`src/hdl/led_ring_clock_pixel_color_defines.svh`:
```
// Assertion macros for the LED ring clock pixel color block.
// Used by led_ring_clock_pixel_color.sv; needs clk and arst_n in scope.
`ifndef LED_RING_CLOCK_PIXEL_COLOR_DEFINES_SVH
`define LED_RING_CLOCK_PIXEL_COLOR_DEFINES_SVH

// antecedent in one cycle, consequent in the next
`define LRC_ASSERT_NEXT(lbl, ante, cons) \
	lbl: assert property (@(posedge clk) disable iff (!arst_n) (ante) |=> (cons)) \
		else $error("led ring clock: next-cycle check failed");

// antecedent and consequent in the same cycle
`define LRC_ASSERT_NOW(lbl, ante, cons) \
	lbl: assert property (@(posedge clk) disable iff (!arst_n) (ante) |-> (cons)) \
		else $error("led ring clock: same-cycle check failed");

`endif

```
`src/hdl/lrc_pkg.sv`:
```
// Package for the LED ring clock pixel color block: beat types, ring sizes,
// register indexes and constant-divide helpers. No dependencies.
`default_nettype none

package lrc_pkg;

	localparam int OUTER_RING_PIXELS  = 60;
	localparam int MIDDLE_RING_PIXELS = 24;
	localparam int INNER_RING_PIXELS  = 12;
	localparam int CHAIN_PIXELS = OUTER_RING_PIXELS + MIDDLE_RING_PIXELS + INNER_RING_PIXELS;
	localparam int MINUTES_PER_HOUR = 60;
	localparam int HOURS_ON_DIAL    = 12;

	localparam int CFG_INDEX_W = 2;
	localparam logic [CFG_INDEX_W-1:0] CFG_MARK_LEVEL     = 2'd0;
	localparam logic [CFG_INDEX_W-1:0] CFG_HAND_LEVEL     = 2'd1;
	localparam logic [CFG_INDEX_W-1:0] CFG_NEIGHBOR_LEVEL = 2'd2;

	localparam logic [7:0] MARK_LEVEL_RST     = 8'd15;
	localparam logic [7:0] HAND_LEVEL_RST     = 8'd255;
	localparam logic [7:0] NEIGHBOR_LEVEL_RST = 8'd31;

	typedef struct packed {
		logic [4:0] hour;
		logic [5:0] minute;
		logic [5:0] second;
		logic [6:0] pixel_index;
	} pix_req_t;

	typedef struct packed {
		logic [7:0] red;
		logic [7:0] green;
		logic [7:0] blue;
	} pix_rgb_t;

	// v / 5 for v < 128, by reciprocal 205/1024
	function automatic logic [4:0] div5(input logic [6:0] v);
		logic [14:0] p;
		p = 15'(v) * 15'd205;
		return 5'(p >> 10);
	endfunction

	// v / 12 for v < 64, by reciprocal 43/512
	function automatic logic [2:0] div12(input logic [5:0] v);
		logic [11:0] p;
		p = 12'(v) * 12'd43;
		return 3'(p >> 9);
	endfunction

endpackage

`default_nettype wire

```
`src/hdl/led_ring_clock_pixel_color.sv`:
```
// LED ring clock pixel color: top level and the whole datapath.
// Depends on lrc_pkg and led_ring_clock_pixel_color_defines.svh.
//
// One pixel query is taken on every cycle (busy stays low). Its color passes the
// query register and then the result register, and is shown for one cycle on
// result with result_valid high. The layer logic between the two registers is a
// single pass. There is no back-pressure: the receiver must take each result in
// the cycle it is shown. Register writes are always ready and take effect on the
// next query in the logic.
`default_nettype none

`include "led_ring_clock_pixel_color_defines.svh"

module led_ring_clock_pixel_color (
	input  wire logic                            clk,
	input  wire logic                            arst_n,
	input  wire logic                            start,
	output logic                                 busy,
	input  wire lrc_pkg::pix_req_t               req,
	input  wire logic                            cfg_valid,
	output logic                                 cfg_ready,
	input  wire logic [lrc_pkg::CFG_INDEX_W-1:0] cfg_index,
	input  wire logic [7:0]                      cfg_data,
	output logic                                 result_valid,
	output lrc_pkg::pix_rgb_t                    result
);

	typedef enum logic [1:0] {
		RING_OUTER,
		RING_MIDDLE,
		RING_INNER,
		RING_NONE
	} ring_t;

	logic              valid_s1;
	lrc_pkg::pix_req_t req_s1;
	logic              valid_s2;
	lrc_pkg::pix_rgb_t rgb_s2;

	logic [7:0] mark_level_q;
	logic [7:0] hand_level_q;
	logic [7:0] neighbor_level_q;

	ring_t             ring;
	logic [5:0]        pos;
	logic              hour_ok, min_ok, sec_ok;
	logic [3:0]        h12;
	logic [5:0]        hdot, hlast, hnext, hprev;
	logic [5:0]        mdot;
	logic [4:0]        mark_q5;
	lrc_pkg::pix_rgb_t rgb;

	assign busy      = 1'b0;
	assign cfg_ready = 1'b1;

	always_ff @(posedge clk or negedge arst_n) begin
		if (!arst_n) begin
			mark_level_q     <= lrc_pkg::MARK_LEVEL_RST;
			hand_level_q     <= lrc_pkg::HAND_LEVEL_RST;
			neighbor_level_q <= lrc_pkg::NEIGHBOR_LEVEL_RST;
		end else if (cfg_valid && cfg_ready) begin
			case (cfg_index)
				lrc_pkg::CFG_MARK_LEVEL:     mark_level_q     <= cfg_data;
				lrc_pkg::CFG_HAND_LEVEL:     hand_level_q     <= cfg_data;
				lrc_pkg::CFG_NEIGHBOR_LEVEL: neighbor_level_q <= cfg_data;
				default: ;
			endcase
		end
	end

	always_ff @(posedge clk or negedge arst_n) begin
		if (!arst_n) begin
			valid_s1 <= 1'b0;
			valid_s2 <= 1'b0;
		end else begin
			valid_s1 <= start && !busy;
			valid_s2 <= valid_s1;
		end
	end

	always_ff @(posedge clk) begin
		if (start && !busy) begin
			req_s1 <= req;
		end
		if (valid_s1) begin
			rgb_s2 <= rgb;
		end
	end

	always_comb begin
		ring = RING_NONE;
		pos  = '0;
		if (req_s1.pixel_index < 7'(lrc_pkg::OUTER_RING_PIXELS)) begin
			ring = RING_OUTER;
			pos  = req_s1.pixel_index[5:0];
		end else if (req_s1.pixel_index <
				7'(lrc_pkg::OUTER_RING_PIXELS + lrc_pkg::MIDDLE_RING_PIXELS)) begin
			ring = RING_MIDDLE;
			pos  = 6'(req_s1.pixel_index - 7'(lrc_pkg::OUTER_RING_PIXELS));
		end else if (req_s1.pixel_index < 7'(lrc_pkg::CHAIN_PIXELS)) begin
			ring = RING_INNER;
			pos  = 6'(req_s1.pixel_index -
				7'(lrc_pkg::OUTER_RING_PIXELS + lrc_pkg::MIDDLE_RING_PIXELS));
		end
	end

	always_comb begin
		hour_ok = req_s1.hour < 5'(2 * lrc_pkg::HOURS_ON_DIAL);
		min_ok  = req_s1.minute < 6'(lrc_pkg::MINUTES_PER_HOUR);
		sec_ok  = req_s1.second < 6'(lrc_pkg::MINUTES_PER_HOUR);
		h12 = (req_s1.hour >= 5'(lrc_pkg::HOURS_ON_DIAL)) ?
			4'(req_s1.hour - 5'(lrc_pkg::HOURS_ON_DIAL)) : req_s1.hour[3:0];
		mark_q5 = lrc_pkg::div5({1'b0, pos});

		case (ring)
			RING_OUTER: begin
				hdot  = 6'(6'(h12) * 6'd5) + 6'(lrc_pkg::div12(req_s1.minute));
				hlast = 6'(lrc_pkg::OUTER_RING_PIXELS - 1);
				mdot  = req_s1.minute;
			end
			RING_MIDDLE: begin
				hdot  = 6'({h12, 1'b0}) + 6'(req_s1.minute >= 6'd30);
				hlast = 6'(lrc_pkg::MIDDLE_RING_PIXELS - 1);
				mdot  = 6'(lrc_pkg::div5({req_s1.minute, 1'b0}));
			end
			RING_INNER: begin
				hdot  = '0;
				hlast = 6'(lrc_pkg::INNER_RING_PIXELS - 1);
				mdot  = 6'(lrc_pkg::div5({1'b0, req_s1.minute}));
			end
			default: begin
				hdot  = '0;
				hlast = '0;
				mdot  = '0;
			end
		endcase
		hnext = (hdot == hlast) ? 6'd0 : 6'(hdot + 6'd1);
		hprev = (hdot == 6'd0) ? hlast : 6'(hdot - 6'd1);

		rgb = '0;
		if (ring == RING_OUTER && 7'(7'(mark_q5) * 7'd5) == {1'b0, pos}) begin
			rgb = '{mark_level_q, mark_level_q, mark_level_q};
		end
		if ((ring == RING_OUTER || ring == RING_MIDDLE) && hour_ok && min_ok) begin
			if (pos == hdot) begin
				rgb = '{8'd0, hand_level_q, 8'd0};
			end
			if (pos == hnext || pos == hprev) begin
				rgb = '{8'd0, neighbor_level_q, 8'd0};
			end
		end
		if (ring != RING_NONE && min_ok && pos == mdot) begin
			rgb = '{8'd0, 8'd0, hand_level_q};
		end
		if (ring == RING_OUTER && sec_ok && pos == req_s1.second) begin
			rgb = '{hand_level_q, 8'd0, hand_level_q};
		end
	end

	assign result_valid = valid_s2;
	assign result       = rgb_s2;

	`LRC_ASSERT_NEXT(a_strobe_follows_query, valid_s1, result_valid)
	`LRC_ASSERT_NEXT(a_no_strobe_without_query, !valid_s1, !result_valid)
	`LRC_ASSERT_NEXT(a_off_chain_dark,
		valid_s1 && req_s1.pixel_index >= 7'(lrc_pkg::CHAIN_PIXELS), result == '0)
	`LRC_ASSERT_NOW(a_second_dot_magenta,
		valid_s2 && $past(valid_s1 && ring == RING_OUTER && sec_ok && pos == req_s1.second),
		result.green == 8'd0 && result.red == result.blue)

endmodule

`default_nettype wire

```
`config.mk`:
```
export PLATFORM = sky130hd
export DESIGN_NAME = led_ring_clock_pixel_color
export DESIGN_NICKNAME = d
export VERILOG_FILES = /design/src/hdl/lrc_pkg.sv /design/src/hdl/led_ring_clock_pixel_color.sv
export VERILOG_INCLUDE_DIRS = /design/src /design/src/hdl
export SDC_FILE = /design/constraint.sdc
export NUM_CORES = 1
export LEC_CHECK = 0
export ABC_AREA = 1
export BUFFER_PORTS_ARGS = -buffer_cell sky130_fd_sc_hd__buf_2
export CAP_MARGIN = 20
export CORE_MARGIN = 2
export CORE_UTILIZATION = 55
export DETAILED_ROUTE_END_ITERATION = 12
export PLACE_DENSITY = 0.78
export SETUP_SLACK_MARGIN = 0.5
export SLEW_MARGIN = 10
export SYNTH_ARGS = -nofsm -noshare
export SYNTH_HDL_FRONTEND = slang
export SYNTH_SLANG_ARGS = --single-unit
```
`constraint.sdc`:
```
create_clock -name clk -period 5.25 [get_ports clk]
set_input_delay 0.7875 -clock clk [delete_from_list [all_inputs] [get_ports clk]]
set_output_delay 0.7875 -clock clk [all_outputs]
set_load 0.01 [all_outputs]
```
=== Yosys cells after proc, flatten, opt, wreduce, memory -nomap -nowiden ===
Index checks and enable logic that the tools add are counted.

* Reductions and logical operators: 16
* Mux-type cells: 18
* Add/subtract/negate cells: 7
* Eq/ne operators: 12
* Magnitude comparators: 8
* Multiply operators: 6

{| class="wikitable"
|+ Operators by type and width
! cell !! count
|-
| $mux W24 || 6
|-
| $mul A6 B8 Y14 const B || 3
|-
| $eq A6 B6 Y1 || 6
|-
| $pmux W6 S3 || 2
|-
| $mux W6 || 5
|-
| $lt A7 B7 Y1 const B || 2
|-
| $lt A6 B6 Y1 const B || 2
|-
| $mul A6 B6 Y12 const B || 1
|-
| $pmux W6 S2 || 1
|-
| $eq A7 B6 Y1 || 1
|-
| $logic_and A1 B1 Y1 || 7
|-
| $lt A7 B6 Y1 const B || 1
|-
| $mul A4 B3 Y7 const B || 1
|-
| $add A5 B1 Y6 || 1
|-
| $add A6 B1 Y6 const B || 1
|-
| $add A6 B3 Y6 || 1
|-
| $ge A6 B5 Y1 const B || 1
|-
| $logic_not A6 Y1 || 1
|-
| $mul A4 B3 Y6 const B || 1
|-
| $reduce_and A2 Y1 || 3
|-
| $sub A6 B1 Y6 const B || 1
|-
| $sub A6 B5 Y6 const B || 1
|-
| $sub A6 B6 Y6 const B || 1
|-
| $ge A5 B4 Y1 const B || 1
|-
| 11 further kinds || 16
|}

* Register bits after elaboration: 74
* Word-level logic and storage cells: 79
* Output and inout bits: 27
* Input bits: 38

=== Depth between registers and ports, before layout ===
* Depth after elaboration: 14
* Gate-level depth with buffers: 41
* Depth with buffers taken out: 40

=== Worst setup path before layout ===
OpenSTA, ideal clock, no wires.

* Kind: flip-flop to flip-flop
* Start: reg req_s1[14] (netlist name)
* End: reg rgb_s2, in the netlist result[5], data pin
* Path slack: -0.270 ns
* Period minus slack after synthesis: 5.520 ns
* Path buffers: 0
* Arrival: 5.266 ns
* Library setup time: 0.254 ns
* Stages on the path, launching flop included: 36
* Cells stage by stage: edfxtp_1 > ha_1 > fa_1 > inv_1 > fa_1 > inv_1 > ha_1 > a21oi_1 > o221ai_1 > a21o_1 > xnor2_1 > inv_1 > ha_1 > ha_1 > inv_1 > fa_1 > inv_1 > nand3_1 > nand2_1 > nand2_1 > nand2_1 > inv_1 > nand2_1 > nand2_1 > nand2_1 > nand3_2 > nand2_1 > nand2_1 > nand2_1 > nand2_1 > nor2_1 > nand3_4 > nand3_4 > nand2_8 > nand3_2 > o21ai_2

{| class="wikitable"
|+ RTL lines
! element !! line !! RTL
|-
| start: declaration || led_ring_clock_pixel_color.sv:36 || <nowiki>lrc_pkg::pix_req_t req_s1;</nowiki>
|-
| start signal: assignment || led_ring_clock_pixel_color.sv:83 || <nowiki>req_s1 <= req;</nowiki>
|-
| end signal: assignment || led_ring_clock_pixel_color.sv:86 || <nowiki>rgb_s2 <= rgb;</nowiki>
|-
| end: declaration || led_ring_clock_pixel_color.sv:38 || <nowiki>lrc_pkg::pix_rgb_t rgb_s2;</nowiki>
|}

==> metrics.md <==
| Metric | Value |
|---|---|
| Status | finished with violations |
| Failing checks | setup timing |
| Sink Count | 74 |
| Fmax | 179.4 MHz |
| Area Growth Syn to Fin | 31.41% |
| Crit path max fanout | 6 |
| Fin. max-slew vios | 0 |
| Max clock buf depth | 2 |
| Die height | about 120 um |
| Number of flops mapped to enable cells by yosys | 48 |
| Clock slew at reported path FFs | roughly 0.070 ns |
| Clock share of power | 0.181 |
| Least-Margin Pin Slew | 1.062 ns |
| Routed WL | 18660 um |
| Clk_lat worst skew | 0.35 ns |
| Net count after synthesis | roughly 980 |
| Hold Fails Final Rpt | 0 |
| Die area | ~13000 um^2 |
| GRT Overall Usage | 0.2826 |
| Die width | 115.9 um |
| Critical Path RT | ~5.3 ns |
| PnR Total Power | approximately 3.6 mW |
| Final period util | 1.061 |
| Vias per cell | about 5.4 |
| GRT overflow | 0 |
| GP Congestion | slightly above 0.9 |
| Startpoint Class | register |
| Endpoint type of the worst setup path | register |
| Clk Tree Root Cell | clkbuf_16 |
| Slowest stage delay, CP | about 0.49 ns |
| Via count | between 6000 and 7000 |
| #FFs+latches synth | 74 |
| Vias in the first global route | between 6000 and 7000 |
| Post-Syn Area | just under 7000 um^2 |
| Part of the Yosys area used for sequential elements | 0.3068 |
| TritonCTS Buffers | 9 |
| Sw frac | 0.4371 |
| # setup viols final | 24 |
| I/O Pins | 65 |
| Reg2reg setup slack | -0.32 ns |
| Fin nets | approximately 1100 |
| Hold crit path type | in2async |
| Port buffer count | 62 |
| Ys Warns | 0 |
| Flop pwr share | 0.210 |
| Peak supply drop | slightly below 0.0003 V |
| Leakage | 4.496 nW |
| Max cap viols | 0 |
| CP Data Arrival Time | between 5 and 6 ns |
| Synth cell types | 53 |
| CP max stage cell | fa_1 |
| Syn Inst Count | roughly 840 |
| Power density over the cells | around 400 nW/um^2 |
| Routed wire per std cell | around 16 um |
| CP Class | reg2reg |
| Post-route minimum period | approximately 5.6 ns |
| Worst slack, placed | -0.4114 ns |
| Logic pwr share | 0.609 |
| Initial Util | 0.5687 |
| Post-DP HPWL | approximately 13000 um |
| Share of cells above drive strength 1 | 0.3903 |
| Detail Route Antenna Nets | 0 |
| Syn_area_per_cell | 8.249 um^2 |
| Post-layout util | 0.7473 |
| TritonCTS clock tree | yes |
| First-pass GRT wire length | 29810 um |
| Ys async rst share | 0.3514 |
| WHS | ~0.42 ns |
| Clock Skew | roughly 0.014 ns |
| Core Area | 12110 um^2 |
| H-Tree Level Count | 3 |
| NetSw | between 1.5 and 2 mW |
| Worst Setup Slack, final | -0.3228 ns |
| Ys flop type | edfxtp_1 |
| Post-CTS Hold Buffers | 0 |
| DRC | 0 |
| 1st-iter DRT viols | about 500 |
| Diode count | 0 |
| Total negative slack | -7.082 ns |
| Pre-Repair DR Iteration Count | 5 |
| # rows | 40 |
| Largest net degree at the start of global routing | 27 |
| Int Power | between 2 and 2.5 mW |
| Initial antenna violation count | 0 |
| RSZ-0062 raised after global routing | true |
| Slew margin rel. | 0.2921 |
## placed cells by master (no fill, tap or decap), types with 3 or more instances in the layout
master / n
nand2_2: 46
a21oi_1: 15
buf_12: 3
fa_2: 3
nor2_2: 5
edfxtp_1: 48
clkbuf_16: 10
inv_2: 14
xor2_1: 9
xnor2_1: 10
buf_6: 3
clkinv_2: 6
nor2_4: 10
nand3_4: 10
buf_4: 97
nand2_4: 17
inv_1: 114
dfstp_2: 17
inv_4: 7
buf_2: 62
nand3b_1: 4
dfrtp_1: 9
nor2_1: 23
nand2_8: 3
nand2_1: 170
a21oi_2: 12
nand3_1: 62
o21ai_2: 16
nand4_1: 13
ha_1: 73
o21ai_1: 4
fa_1: 15
nand3_2: 17
ha_4: 10
o21ai_0: 28
## critical path: cells and delay by family, from the launching register on
| kind | cells | cell delay, ns |
|---|---|---|
| AO/OA/AOI/OAI | 3 | 0.47 |
| XOR/XNOR | 1 | 0.12 |
| adder cells (fa/ha/maj) | 7 | 2.33 |
| buffers and inverters | 8 | 0.67 |
| flip-flops | 1 | 0.39 |
| AND/OR/NAND/NOR | 13 | 1.35 |
## layout make-up
class                   instances  area (um^2)
inverters                     141        554.3
clock buffers                   9        225.2
clock inverters                 7        83.83
fillers                       905         3060
flip-flops and latches         74         2113
well taps                     168        210.2
multi-input cells             610         4707
repair buffers                166         1157
## path summary, 6_finish.rpt
check / startpoint / end / cells after the start
max reg2reg: req_s1[16]$_DFFE_PP_ / result[16]$_DFFE_PP_ / 32
max in group asynchronous: arst_n / hand_level_q[6]$_DFFE_PN1P_ / 1
min reg2reg: neighbor_level_q[0]$_DFFE_PN1P_ / neighbor_level_q[0]$_DFFE_PN1P_ / 2
min in group clk: neighbor_level_q[0]$_DFFE_PN1P_ / neighbor_level_q[0]$_DFFE_PN1P_ / 2
min: arst_n / result_valid$_DFF_PN0_ / 1
max: req_s1[16]$_DFFE_PP_ / result[16]$_DFFE_PP_ / 32
## state kept, by name (all words and copies together), names as in the netlist
name,flops
hand_level_q,8
mark_level_q,8
neighbor_level_q,8
req_s1,24
result,24
result_valid,1
valid_s1,1
## power by group through the flow
stage               combinational, mW  sequential, mW  clock (mW)
detailed placement               1.78           0.772           0
CTS                              1.96           0.761       0.655
finish                           2.22           0.765       0.657
global route                     2.45           0.770       0.679
floorplan                        1.25           0.763           0
global placement                 1.73           0.770           0
## what timing repair did
item                       4_1_cts  5_1_grt
cloned                           2        1
setup endpoints to repair       24       24
gates resized for setup         37       62
pin swaps                       34       42
setup buffers                   14        9
## cell families after synthesis
family	count (synthesis)	synth area share
AND/OR/NAND/NOR	391	0.2765
buffers and inverters	153	0.09301
adder cells (fa/ha/maj)	103	0.2067
AO/OA/AOI/OAI	91	0.08810
flip-flops	74	0.3068
XOR/XNOR	21	0.02779
other	2	0.001090
## routing by layer
metal  share of wire  up-vias  track usage  wire length [um]
met5               0        -            0                 0
met4           0.038        0       0.1016               701
met3           0.062       61      0.04759              1157
met2            0.50      248       0.5025              9348
met1            0.40     3006       0.3459              7448
li1                -     3067            -                 -
## cell usage after synthesis (11+ instances only)
cell | instances | share of area
nor2_1 | 27 | 0.015
nand2_1 | 206 | 0.11
nand3_1 | 80 | 0.058
dfstp_2 | 17 | 0.065
edfxtp_1 | 48 | 0.21
ha_1 | 85 | 0.15
nand2_2 | 16 | 0.015
nor2_2 | 11 | 0.010
nand2_4 | 11 | 0.018
a21oi_1 | 18 | 0.013
o21ai_2 | 16 | 0.020
o21ai_0 | 31 | 0.023
inv_1 | 125 | 0.068
fa_1 | 18 | 0.052
nand4_1 | 13 | 0.012
## stage by stage
stage | instances | instance area [um^2]
floorplan | 835 | 7042
global placement | 1133 | 8082
detailed placement | 1133 | 8082
CTS | 1165 | 8698
global route | 1175 | 9051
finish | 1175 | 9051
Power figures use the tool's default switching activity.
